**src/hdl/tsr_pkg.sv**
```systemverilog
// Shared types, constants and helpers for the TCP source port restore block.
// No dependencies; imported by tsr_flow_cell, tcp_source_port_restore and tb.
`default_nettype none
package tsr_pkg;

  localparam int FlowEntries = 16;

  localparam logic [15:0] EthPIp     = 16'h0800;
  localparam logic [7:0]  IpProtoTcp = 8'd6;

  localparam logic [15:0] MinEthLen = 16'd14;
  localparam logic [15:0] MinIpLen  = 16'd34;

  // status codes
  localparam logic [2:0] ST_NOT_IPV4   = 3'd0;
  localparam logic [2:0] ST_NOT_TCP    = 3'd1;
  localparam logic [2:0] ST_TOO_SHORT  = 3'd2;
  localparam logic [2:0] ST_NO_FLOW    = 3'd3;
  localparam logic [2:0] ST_PORT_MISS  = 3'd4;
  localparam logic [2:0] ST_REWRITTEN  = 3'd5;
  localparam logic [2:0] ST_ENTRY_WR   = 3'd6;

  // lookup token handed from cell to cell
  typedef struct packed {
    logic        vld;
    logic        hit;
    logic [15:0] orig;
    logic [15:0] redir;
  } tok_t;

  // entry write bundle broadcast to all cells
  typedef struct packed {
    logic        valid;
    logic [31:0] key;
    logic [15:0] orig;
    logic [15:0] redir;
  } entry_t;

  // one's-complement 16-bit add with end-around carry
  function automatic logic [15:0] oc_add16(input logic [15:0] a, input logic [15:0] b);
    logic [16:0] s;
    logic [16:0] f;
    s = {1'b0, a} + {1'b0, b};
    f = {1'b0, s[15:0]} + {16'd0, s[16]};
    return f[15:0];
  endfunction

endpackage
`default_nettype wire

```
**src/hdl/tsr_flow_cell.sv**
```systemverilog
// One flow table slot plus one stage of the lookup chain.
// Depends on tsr_pkg (tok_t, entry_t).
`default_nettype none
module tsr_flow_cell (
  input  wire logic           clk_i,
  input  wire logic           rst_ni,
  input  wire logic           wr_en_i,
  input  wire tsr_pkg::entry_t wr_entry_i,
  input  wire logic [31:0]    dip_i,
  input  wire tsr_pkg::tok_t  tok_i,
  output tsr_pkg::tok_t       tok_o
);
  import tsr_pkg::*;

  entry_t entry_q, entry_d;
  tok_t   tok_q, tok_d;

  always_comb begin
    entry_d = entry_q;
    if (wr_en_i) begin
      entry_d = wr_entry_i;
    end
  end

  // an earlier hit passes through untouched, so the lowest index wins
  always_comb begin
    tok_d = tok_i;
    if (tok_i.vld && !tok_i.hit && entry_q.valid && (entry_q.key == dip_i)) begin
      tok_d.hit   = 1'b1;
      tok_d.orig  = entry_q.orig;
      tok_d.redir = entry_q.redir;
    end
  end

  always_ff @(posedge clk_i or negedge rst_ni) begin
    if (!rst_ni) begin
      entry_q <= '0;
      tok_q   <= '0;
    end else begin
      entry_q <= entry_d;
      tok_q   <= tok_d;
    end
  end

  assign tok_o = tok_q;

endmodule
`default_nettype wire

```
**src/hdl/tcp_source_port_restore.sv**
```systemverilog
// Top level: header checks, flow lookup chain and port/checksum rewrite.
// Depends on tsr_pkg and tsr_flow_cell.
// Table writes and items rejected by the header checks pass through the early flag register
// and then the output register; lookups pass through the launch register, one register per
// cell and the output register. One item in flight; the next beat is taken once the result
// has left the output register.
// Reset clears every flow entry (valid bits, keys, ports) and all control state.
`default_nettype none
module tcp_source_port_restore (
  input  wire logic        clk_i,
  input  wire logic        rst_ni,
  input  wire logic        in_valid_i,
  output logic             in_stall_o,
  input  wire logic        mode_i,
  input  wire logic [15:0] ether_type_i,
  input  wire logic [7:0]  ip_protocol_i,
  input  wire logic [3:0]  ip_header_words_i,
  input  wire logic [15:0] frame_length_i,
  input  wire logic [31:0] dest_ip_i,
  input  wire logic [15:0] tcp_source_port_i,
  input  wire logic [15:0] tcp_checksum_i,
  input  wire logic [3:0]  entry_index_i,
  input  wire logic        entry_valid_i,
  input  wire logic [15:0] entry_original_port_i,
  input  wire logic [15:0] entry_redirected_port_i,
  output logic             out_valid_o,
  input  wire logic        out_stall_i,
  output logic [2:0]       status_o,
  output logic [15:0]      source_port_out_o,
  output logic [15:0]      checksum_out_o
);
  import tsr_pkg::*;

  logic accept;
  logic busy_q, busy_d;
  logic early_q, early_d;
  logic launch_q, launch_d;
  logic [2:0]  early_st_q, early_st_d;
  logic [31:0] dip_q;
  logic [15:0] sport_q, csum_q;

  logic out_vld_q, out_vld_d;
  logic [2:0]  out_st_q, out_st_d;
  logic [15:0] out_port_q, out_port_d;
  logic [15:0] out_csum_q, out_csum_d;

  entry_t entry_wr;
  tok_t   tok [FlowEntries+1];
  logic [FlowEntries-1:0] wr_en;

  logic        chk_fail;
  logic [2:0]  chk_st;
  logic [16:0] ip_min_len;
  logic        done;
  logic [15:0] csum_acc0, csum_acc1;

  assign in_stall_o = busy_q | out_vld_q;
  assign accept     = in_valid_i & ~in_stall_o;

  // header checks in the order the protocol layers are parsed
  assign ip_min_len = {1'b0, MinIpLen} + {11'd0, ip_header_words_i, 2'b00};
  always_comb begin
    chk_fail = 1'b1;
    chk_st   = ST_TOO_SHORT;
    if (frame_length_i < MinEthLen) begin
      chk_st = ST_TOO_SHORT;
    end else if (ether_type_i != EthPIp) begin
      chk_st = ST_NOT_IPV4;
    end else if (frame_length_i < MinIpLen) begin
      chk_st = ST_TOO_SHORT;
    end else if (ip_protocol_i != IpProtoTcp) begin
      chk_st = ST_NOT_TCP;
    end else if ({1'b0, frame_length_i} < ip_min_len) begin
      chk_st = ST_TOO_SHORT;
    end else begin
      chk_fail = 1'b0;
    end
  end

  assign entry_wr.valid = entry_valid_i;
  assign entry_wr.key   = dest_ip_i;
  assign entry_wr.orig  = entry_original_port_i;
  assign entry_wr.redir = entry_redirected_port_i;

  assign tok[0] = '{vld: launch_q, hit: 1'b0, orig: 16'd0, redir: 16'd0};

  for (genvar i = 0; i < FlowEntries; i++) begin : g_cell
    assign wr_en[i] = accept & mode_i & (32'(entry_index_i) == i);
    tsr_flow_cell u_cell (
      .clk_i      (clk_i),
      .rst_ni     (rst_ni),
      .wr_en_i    (wr_en[i]),
      .wr_entry_i (entry_wr),
      .dip_i      (dip_q),
      .tok_i      (tok[i]),
      .tok_o      (tok[i+1])
    );
  end

  always_comb begin
    busy_d     = busy_q;
    early_d    = 1'b0;
    launch_d   = 1'b0;
    early_st_d = early_st_q;
    if (accept) begin
      busy_d = 1'b1;
      if (mode_i) begin
        early_d    = 1'b1;
        early_st_d = ST_ENTRY_WR;
      end else if (chk_fail) begin
        early_d    = 1'b1;
        early_st_d = chk_st;
      end else begin
        launch_d = 1'b1;
      end
    end else if (done) begin
      busy_d = 1'b0;
    end
  end

  // incremental update: HC' = ~(~HC + ~m + m')
  assign csum_acc0 = oc_add16(~csum_q, ~sport_q);
  assign csum_acc1 = oc_add16(csum_acc0, tok[FlowEntries].orig);

  assign done = early_q | tok[FlowEntries].vld;

  always_comb begin
    out_vld_d  = out_vld_q & out_stall_i;
    out_st_d   = out_st_q;
    out_port_d = out_port_q;
    out_csum_d = out_csum_q;
    if (done) begin
      out_vld_d  = 1'b1;
      out_port_d = sport_q;
      out_csum_d = csum_q;
      if (early_q) begin
        out_st_d = early_st_q;
      end else if (!tok[FlowEntries].hit) begin
        out_st_d = ST_NO_FLOW;
      end else if (tok[FlowEntries].redir != sport_q) begin
        out_st_d = ST_PORT_MISS;
      end else begin
        out_st_d   = ST_REWRITTEN;
        out_port_d = tok[FlowEntries].orig;
        out_csum_d = ~csum_acc1;
      end
    end
  end

  always_ff @(posedge clk_i or negedge rst_ni) begin
    if (!rst_ni) begin
      busy_q    <= 1'b0;
      early_q   <= 1'b0;
      launch_q  <= 1'b0;
      out_vld_q <= 1'b0;
    end else begin
      busy_q    <= busy_d;
      early_q   <= early_d;
      launch_q  <= launch_d;
      out_vld_q <= out_vld_d;
    end
  end

  always_ff @(posedge clk_i) begin
    early_st_q <= early_st_d;
    out_st_q   <= out_st_d;
    out_port_q <= out_port_d;
    out_csum_q <= out_csum_d;
    if (accept) begin
      dip_q   <= dest_ip_i;
      sport_q <= tcp_source_port_i;
      csum_q  <= tcp_checksum_i;
    end
  end

  assign out_valid_o       = out_vld_q;
  assign status_o          = out_st_q;
  assign source_port_out_o = out_port_q;
  assign checksum_out_o    = out_csum_q;

endmodule
`default_nettype wire

```
**config.mk**
```make
export PLATFORM = sky130hd
export DESIGN_NAME = tcp_source_port_restore
export DESIGN_NICKNAME = d
export VERILOG_FILES = /design/src/hdl/tsr_pkg.sv /design/src/hdl/tsr_flow_cell.sv /design/src/hdl/tcp_source_port_restore.sv
export SDC_FILE = /design/constraint.sdc
export NUM_CORES = 2
export LEC_CHECK = 0
export BUFFER_PORTS_ARGS = -buffer_cell sky130_fd_sc_hd__buf_2
export CORE_MARGIN = 3
export CORE_UTILIZATION = 40
export DETAILED_ROUTE_END_ITERATION = 12
export PLACE_DENSITY = 0.55
export SYNTH_ARGS = -nofsm -noshare
export SYNTH_HDL_FRONTEND = slang
export SYNTH_SLANG_ARGS = --single-unit
```
**constraint.sdc**
```tcl
create_clock -name clk_i -period 7.12 [get_ports clk_i]
set_clock_uncertainty 0.15 [all_clocks]
set_input_delay 1.78 -clock clk_i [delete_from_list [all_inputs] [get_ports clk_i]]
set_output_delay 1.78 -clock clk_i [all_outputs]
set_load 0.01 [all_outputs]
```
# --- After elaboration in Yosys (flattened, before gate mapping) ---
# Cells that the tools add are included.
totals:
  wordCells: 316
  regBits: 1690
  output_inout_bits: 37
  in_bits: 150
classes:
  reduce_logical: 66
  order_cmp: 3
  bitwise: 25
  eq_ne: 34
  muxes: 44
  addsub: 5
ops:
  columns: ["operator", "count"]
  rows:
  - ["$mux 33", 16]
  - ["$eq 32x32->1", 16]
  - ["$mux 16", 6]
  - ["$not 16->16", 3]
  - ["$logic_and 1x1->1", 47]
  - ["$add 16x16->17", 2]
  - ["$add 16x1->16", 2]
  - ["$eq 4x4->1 const B", 8]
  - ["$and 1x1->1", 19]
  - ["$eq 4x3->1 const B", 4]
  - ["$lt 16x4->1 const B", 1]
  - ["$lt 16x6->1 const B", 1]
  - ["$lt 16x7->1", 1]
  - ["$ne 16x12->1 const B", 1]
  - ["$ne 16x16->1", 1]
  - ["$logic_not 1->1", 15]
  - ["$mux 1", 15]
  - ["$mux 3", 3]
  - ["$eq 4x2->1 const B", 2]
  - ["$mux 2", 4]
  - ["$ne 8x3->1 const B", 1]
  - ["$add 6x6->7 const A", 1]
  - ["$eq 4x1->1 const B", 1]
  - ["$logic_not 4->1", 1]
  - ["4 further kinds", 6]

# --- Logic depth before layout (Yosys ltp) ---
logic_depth:
  depth_word: 10
  ltp_mapped: 37
  ltp_nobuf: 37

# --- By module ---
# Synthesis repeated with hierarchy kept, for this count alone.
unflattened:
  cells_unflattened: 4602
  hier_area_um2: 70441.3
modules_own_cells:
  columns: ["module", "instances", "area_per_inst_um2", "seq_area_each_um2", "cells_per_inst"]
  rows:
  - ["tsr_flow_cell", 16, 4006.3, 2477.4, 251]
  - ["tcp_source_port_restore", 1, 6339.8, 3163.0, 586]

# --- Worst setup path before layout ---
# Ideal clock, no wire load.
synth_path:
  kind: "register to register"
  from: "register sport_q[0]"
  to: "register out_csum_q[14], in the netlist checksum_out_o[14], data pin"
  setup_ns: 0.260
  period_less_slack_ns: 6.812
  required_ns: 6.710
  path_stages_with_launch: 37
  path_buffers: 0
  slack_ns: 0.308
  t_arrival_ns: 6.402
  path_cell_list: "edfxtp_1 > inv_1 > ha_1 > inv_1 > fa_1 > nor2b_1 > o221ai_2 > a211o_1 > a31oi_2 > a21o_1 > a21oi_1 > o21bai_1 > a21o_1 > ha_1 > nor2b_1 > nand2b_1 > inv_1 > and4_2 > and2_2 > xor2_1 > ha_1 > a2111o_1 > o21ai_1 > o21ai_1 > a311o_1 > a21oi_2 > nor2b_1 > o21ai_0 > nand2b_1 > ha_1 > nor2b_1 > and2_1 > nand3b_1 > nor3_4 > nand4_2 > xnor2_1 > mux2_2"
synth_via:
  elab_chain_cells: 9
  elab_cells_between_ends: 10
  classes_between: "add/sub: 4; eq/ne: 1; mux: 3; bitwise: 2"
synth_lines:
  columns: ["item", "line", "text"]
  rows:
  - ["start, declared", "tcp_source_port_restore.sv:40", "logic [15:0] sport_q, csum_q;"]
  - ["start signal, assigned", "tcp_source_port_restore.sv:171", "sport_q <= tcp_source_port_i;"]
  - ["$not 16->16", "tcp_source_port_restore.sv:122", "assign csum_acc0 = oc_add16(~csum_q, ~sport_q);"]
  - ["$add 16x16->17", "tsr_pkg.sv:43", "s = {1'b0, a} + {1'b0, b};"]
  - ["$add 16x1->16", "tsr_pkg.sv:44", "f = {1'b0, s[15:0]} + {16'd0, s[16]};"]
  - ["$add 16x16->17", "tsr_pkg.sv:43", null]
  - ["$add 16x1->16", "tsr_pkg.sv:44", null]
  - ["$not 16->16", "tcp_source_port_restore.sv:145", "out_csum_d = ~csum_acc1;"]
  - ["$mux 16 *", "tcp_source_port_restore.sv:140", "end else if (tok[FlowEntries].redir != sport_q) begin"]
  - ["$mux 16 *", "tcp_source_port_restore.sv:138", "end else if (!tok[FlowEntries].hit) begin"]
  - ["$mux 16 *", "tcp_source_port_restore.sv:136", "if (early_q) begin"]
  - ["end signal, assigned", "tcp_source_port_restore.sv:168", "out_csum_q <= out_csum_d;"]
  - ["end, declared", "tcp_source_port_restore.sv:45", "logic [15:0] out_csum_q, out_csum_d;"]
# Every way passes the cells marked *; elsewhere a longest branch is shown, timed or not.
# A chain may end at the register's enable or synchronous reset.

# --- Worst setup path in the final report ---
layout_path:
  from: "register csum_q[0]"
  to: "register out_csum_q[15], in the netlist checksum_out_o[15], data pin"
layout_via:
  elab_chain_cells: 9
layout_lines:
  columns: ["item", "line", "text"]
  rows:
  - ["start, declared", "tcp_source_port_restore.sv:40", null]
  - ["start signal, assigned", "tcp_source_port_restore.sv:172", "csum_q <= tcp_checksum_i;"]
  - ["$not 16->16", "tcp_source_port_restore.sv:122", null]
  - ["$add 16x16->17", "tsr_pkg.sv:43", null]
  - ["$add 16x1->16", "tsr_pkg.sv:44", null]
  - ["$add 16x16->17", "tsr_pkg.sv:43", null]
  - ["$add 16x1->16", "tsr_pkg.sv:44", null]
  - ["$not 16->16", "tcp_source_port_restore.sv:145", null]
  - ["$mux 16", "tcp_source_port_restore.sv:140", null]
  - ["$mux 16", "tcp_source_port_restore.sv:138", null]
  - ["$mux 16", "tcp_source_port_restore.sv:136", null]
# Every way passes these cells.

==> results by group <==
Timing
  – Part of the cycle the worst path needs: 98.0%
  – Slew Limit Headroom: 15.8%
  – Tightest Pin Transition: 1.25 ns
  – Highest clock rate: 143 MHz
  – Setup-failing EPs final: 0
  – Fin crit period: 6.98 ns
  – Fin. max-slew vios: 0
  – Unrepaired setup endpoints after global routing: true
  – Final Hold Vio Count: 0

Logic synthesis
  – Post-synthesis async set-or-reset flop share: 94.0%
  – Post-synth top flop: dfrtp_1
  – Sequential fraction of the synthesis area: 60.7%
  – Synth Warn #: 0
  – Net Count, Synth: 4942
  – Netlist cell types: 76
  – Mapped Area: 70500 um2
  – Number of synthesized flops with an enable pin: 102
  – Synth Area per Inst: 14.8 um2
  – Register bit total from synthesis: 1690
  – Post-Syn Instances: 4748

Worst setup path
  – Crit path required time: 7.59 ns
  – Crit Path Class: reg -> reg
  – Largest stage delay, worst path: 0.44 ns
  – Slowest stage cell, crit path: a2111o_1
  – Critical path data arrival time: 7.45 ns
  – Worst Setup Start Kind: flop
  – CP endpoint kind: flop
  – Largest fanout on the critical path: 4

Clock tree
  – CTS H-tree depth: 4
  – Register clock-pin slew on the reported worst setup and hold paths: 0.06 ns
  – CTS Root Cell: clkbuf_16
  – CTS Sinks: 1690
  – CTS buffer count: 178
  – CTS Buffer Depth: 3
  – Clock Latency Late Sink: 0.83 ns
  – Post-CTS Hold Fix Bufs: 0
  – CTS tree: built

Cells and area
  – Proportion of layout cells with a drive suffix above 1: 43.6%
  – Final instance area: 80800 um2
  – NumNets Final: 5172
  – Layout area overhead: 14.7%
  – Finished Layout Cells: 7459

Detailed routing
  – Drt drc: 0
  – Routed WL per cell: 25.1 um
  – Antenna-violating nets left: 0
  – Via density per instance: 5.23
  – Routed wire length: 187000 um
  – First-pass DRT Iterations: 5
  – DR vias: 39000
  – Iter 0 DRT Violations: 2773

Floorplanning
  – Die Ht: 426 um
  – Top Ports: 187
  – Die X: 426 um
  – Site Rows: 153
  – Die ar.: 181000 um2
  – Core region area: 174000 um2
  – Starting Density: 40.4%

Global routing
  – Initial antenna violation count: 22
  – First-pass GRT wire length: 276000 um
  – Total GRT Usage: 20.8%
  – Vias in the first global route: 40900
  – Largest net degree at the start of global routing: 178
  – Gr ovfl total: 0

Pwr
  – Reg power frac: 46.7%
  – Logic pwr share: 17.5%
  – Total chip power: 0.0262 W
  – Clock power frac: 35.8%
  – Internal Power: 0.0192 W
  – Cell area power density: 324 nW/um2
  – Net Sw Power: 0.00707 W
  – Net Sw Frac: 26.9%
  – Peak VDD IR: 0.235 mV
  – Pleak: 38.4 nW

Min path
  – Worst Hold Class: reg -> reg

Place
  – Post-DP HPWL: 112000 um
  – Dpl cells: 7108
  – Port-buffer cells: 185
  – DP Area: 74600 um2
  – GP Congestion: 0.824

Job
  – Max-cap violations: 0

Status
  – Status: finished clean
cell families (layout without fill, tap and decap cells):
logic type	count (synthesis)	count (layout)	synth area share, %
buffers and inverters	349	727	2.08
AOI/OAI and AO/OA	125	125	1.21
xor gates and xnor gates	571	571	7.10
DFF	1690	1690	60.7
adders and majority gates	44	44	0.803
other	0	8	0
muxes	1524	1524	24.4
and+or+nand+nor	445	445	3.71
cells in the mapped netlist, types with 18 or more instances:
| master | n | area [um2] |
|---|---|---|
| nor2_1 | 36 | 135 |
| xor2_1 | 116 | 1020 |
| nand3_1 | 40 | 200 |
| mux2_2 | 1522 | 17100 |
| o21ai_0 | 41 | 205 |
| edfxtp_1 | 102 | 3060 |
| and2_1 | 38 | 238 |
| buf_2 | 123 | 616 |
| ha_1 | 42 | 526 |
| nor2b_1 | 18 | 113 |
| nand2_1 | 71 | 267 |
| a21oi_1 | 26 | 130 |
| dfrtp_1 | 1588 | 39700 |
| nand4_1 | 100 | 626 |
| xnor2_1 | 455 | 3990 |
| inv_1 | 54 | 203 |
| clkbuf_1 | 169 | 634 |
| nor4_1 | 44 | 275 |
| nor3_1 | 24 | 120 |
power by group through the flow:
stage | Sequential [W] | Combinational (W) | Clock [W]
after floorplan | 0.0121 | 0.00328 | 0
after global placement | 0.0123 | 0.00446 | 0
after detailed placement | 0.0124 | 0.00453 | 0
after CTS | 0.0122 | 0.00458 | 0.00965
after global routing | 0.0124 | 0.00502 | 0.0101
final | 0.0122 | 0.00459 | 0.00939
path summary, 6_finish.rpt:
path | depth (start not counted) | to | start | slack, ns
worst max-delay path | 37 | checksum_out_o[15]$_DFFE_PP_ | csum_q[0]$_DFFE_PP_ | 0.14
worst min-delay path | 0 | g_cell[5].u_cell.tok_o[33]$_DFF_PN0_ | g_cell[4].u_cell.tok_o[33]$_DFF_PN0_ | 0.21
worst max register to register | 37 | checksum_out_o[15]$_DFFE_PP_ | csum_q[0]$_DFFE_PP_ | 0.14
worst min register to register | 0 | g_cell[5].u_cell.tok_o[33]$_DFF_PN0_ | g_cell[4].u_cell.tok_o[33]$_DFF_PN0_ | 0.21
max in group asynchronous | 2 | g_cell[9].u_cell.entry_q[23]$_DFFE_PN0P_ | rst_ni | 4.31
min in group asynchronous | 1 | g_cell[9].u_cell.entry_q[50]$_DFFE_PN0P_ | rst_ni | 0.83
stage by stage:
| stage | TNS [ns] | utilization (%) | worst slack [ns] | hold WS, ns |
|---|---|---|---|---|
| after floorplan | 0 | - | 0.308 | 0.204 |
| after global placement | -0.913 | 42.8 | -0.192 | 0.208 |
| after detailed placement | -0.858 | 42.8 | -0.193 | 0.210 |
| after CTS | 0 | 46.3 | 0.0219 | 0.208 |
| after global routing | -0.806 | 46.3 | -0.185 | 0.222 |
| final | 0 | 46.4 | 0.142 | 0.206 |
flip-flops by register name, indices dropped and copies added, names as in the netlist:
signal	flops
early_st_q	3
busy_q	1
dip_q	32
checksum_out_o	16
early_q	1
source_port_out_o	16
out_valid_o	1
g_cell.u_cell.entry_q	1040
launch_q	1
g_cell.u_cell.tok_o	544
status_o	3
csum_q	16
sport_q	16
layout make-up:
type                            count  area (um2)
Fill cell                       15400       93600
Antenna cell                        8        20.0
Multi-Input combinational cell   2709       26600
Inverter                           54         203
Clock inverter                     49         673
Timing Repair Buffer              345        2270
Tap cell                         2325        2910
Sequential cell                  1690       42800
Clock buffer                      279        5360
per-layer routing:
layer / vias to the layer above / global-route usage [%] / part of all wire [%]
met3: 281 / 4.41 / 5.9
met1: 20800 / 28.9 / 45
met4: 4 / 6.26 / 2.6
li1: 17000 / - / -
met2: 891 / 32.8 / 46
met5: - / 0 / 0.013
cells in the final DEF, fill, tap and decap left out, types with 4 or more instances in the layout:
master and n:
bufinv_16 7, mux2_2 1519, nor2b_1 11, nor3b_1 4, a211oi_1 4, diode_2 8, buf_2 184, clkbuf_16 181
o21ai_1 7, inv_1 51, clkbuf_8 46, nand3_1 39, nand4_1 100, nor3_1 23, o21a_1 4, a21oi_1 26
clkinv_16 8, xnor2_1 454, ha_1 39, buf_4 148, nand2b_1 11, dfrtp_1 1588, nand2_1 62, nor4_4 15
o21ai_0 37, edfxtp_1 102, xor2_1 115, clkbuf_1 52, nand2_4 9, and2_1 37, buf_12 11, a21o_1 6
or2_2 16, clkinv_2 26, nor4_2 6, o21ai_2 5, nor2_1 33, nor4_1 39, nor2b_4 7
what timing repair did:
| action | 4_1_cts | 5_1_grt |
|---|---|---|
| gates cloned | 0 | 0 |
| setup buffers | 7 | 8 |
| pin swaps | 10 | 26 |
| resized for setup | 8 | 29 |
| endpoints found under the setup margin | 8 | 9 |
critical path: cells and delay by family (launching register included):
kind	cells	cell delay, ns
flip-flops	1	0.40
AND/OR/NAND/NOR	13	1.64
AO/OA/AOI/OAI	14	2.82
adder cells (fa/ha/maj)	5	1.29
XOR/XNOR	1	0.17
buffers and inverters	4	0.31
(Power assumes the default switching activity.)
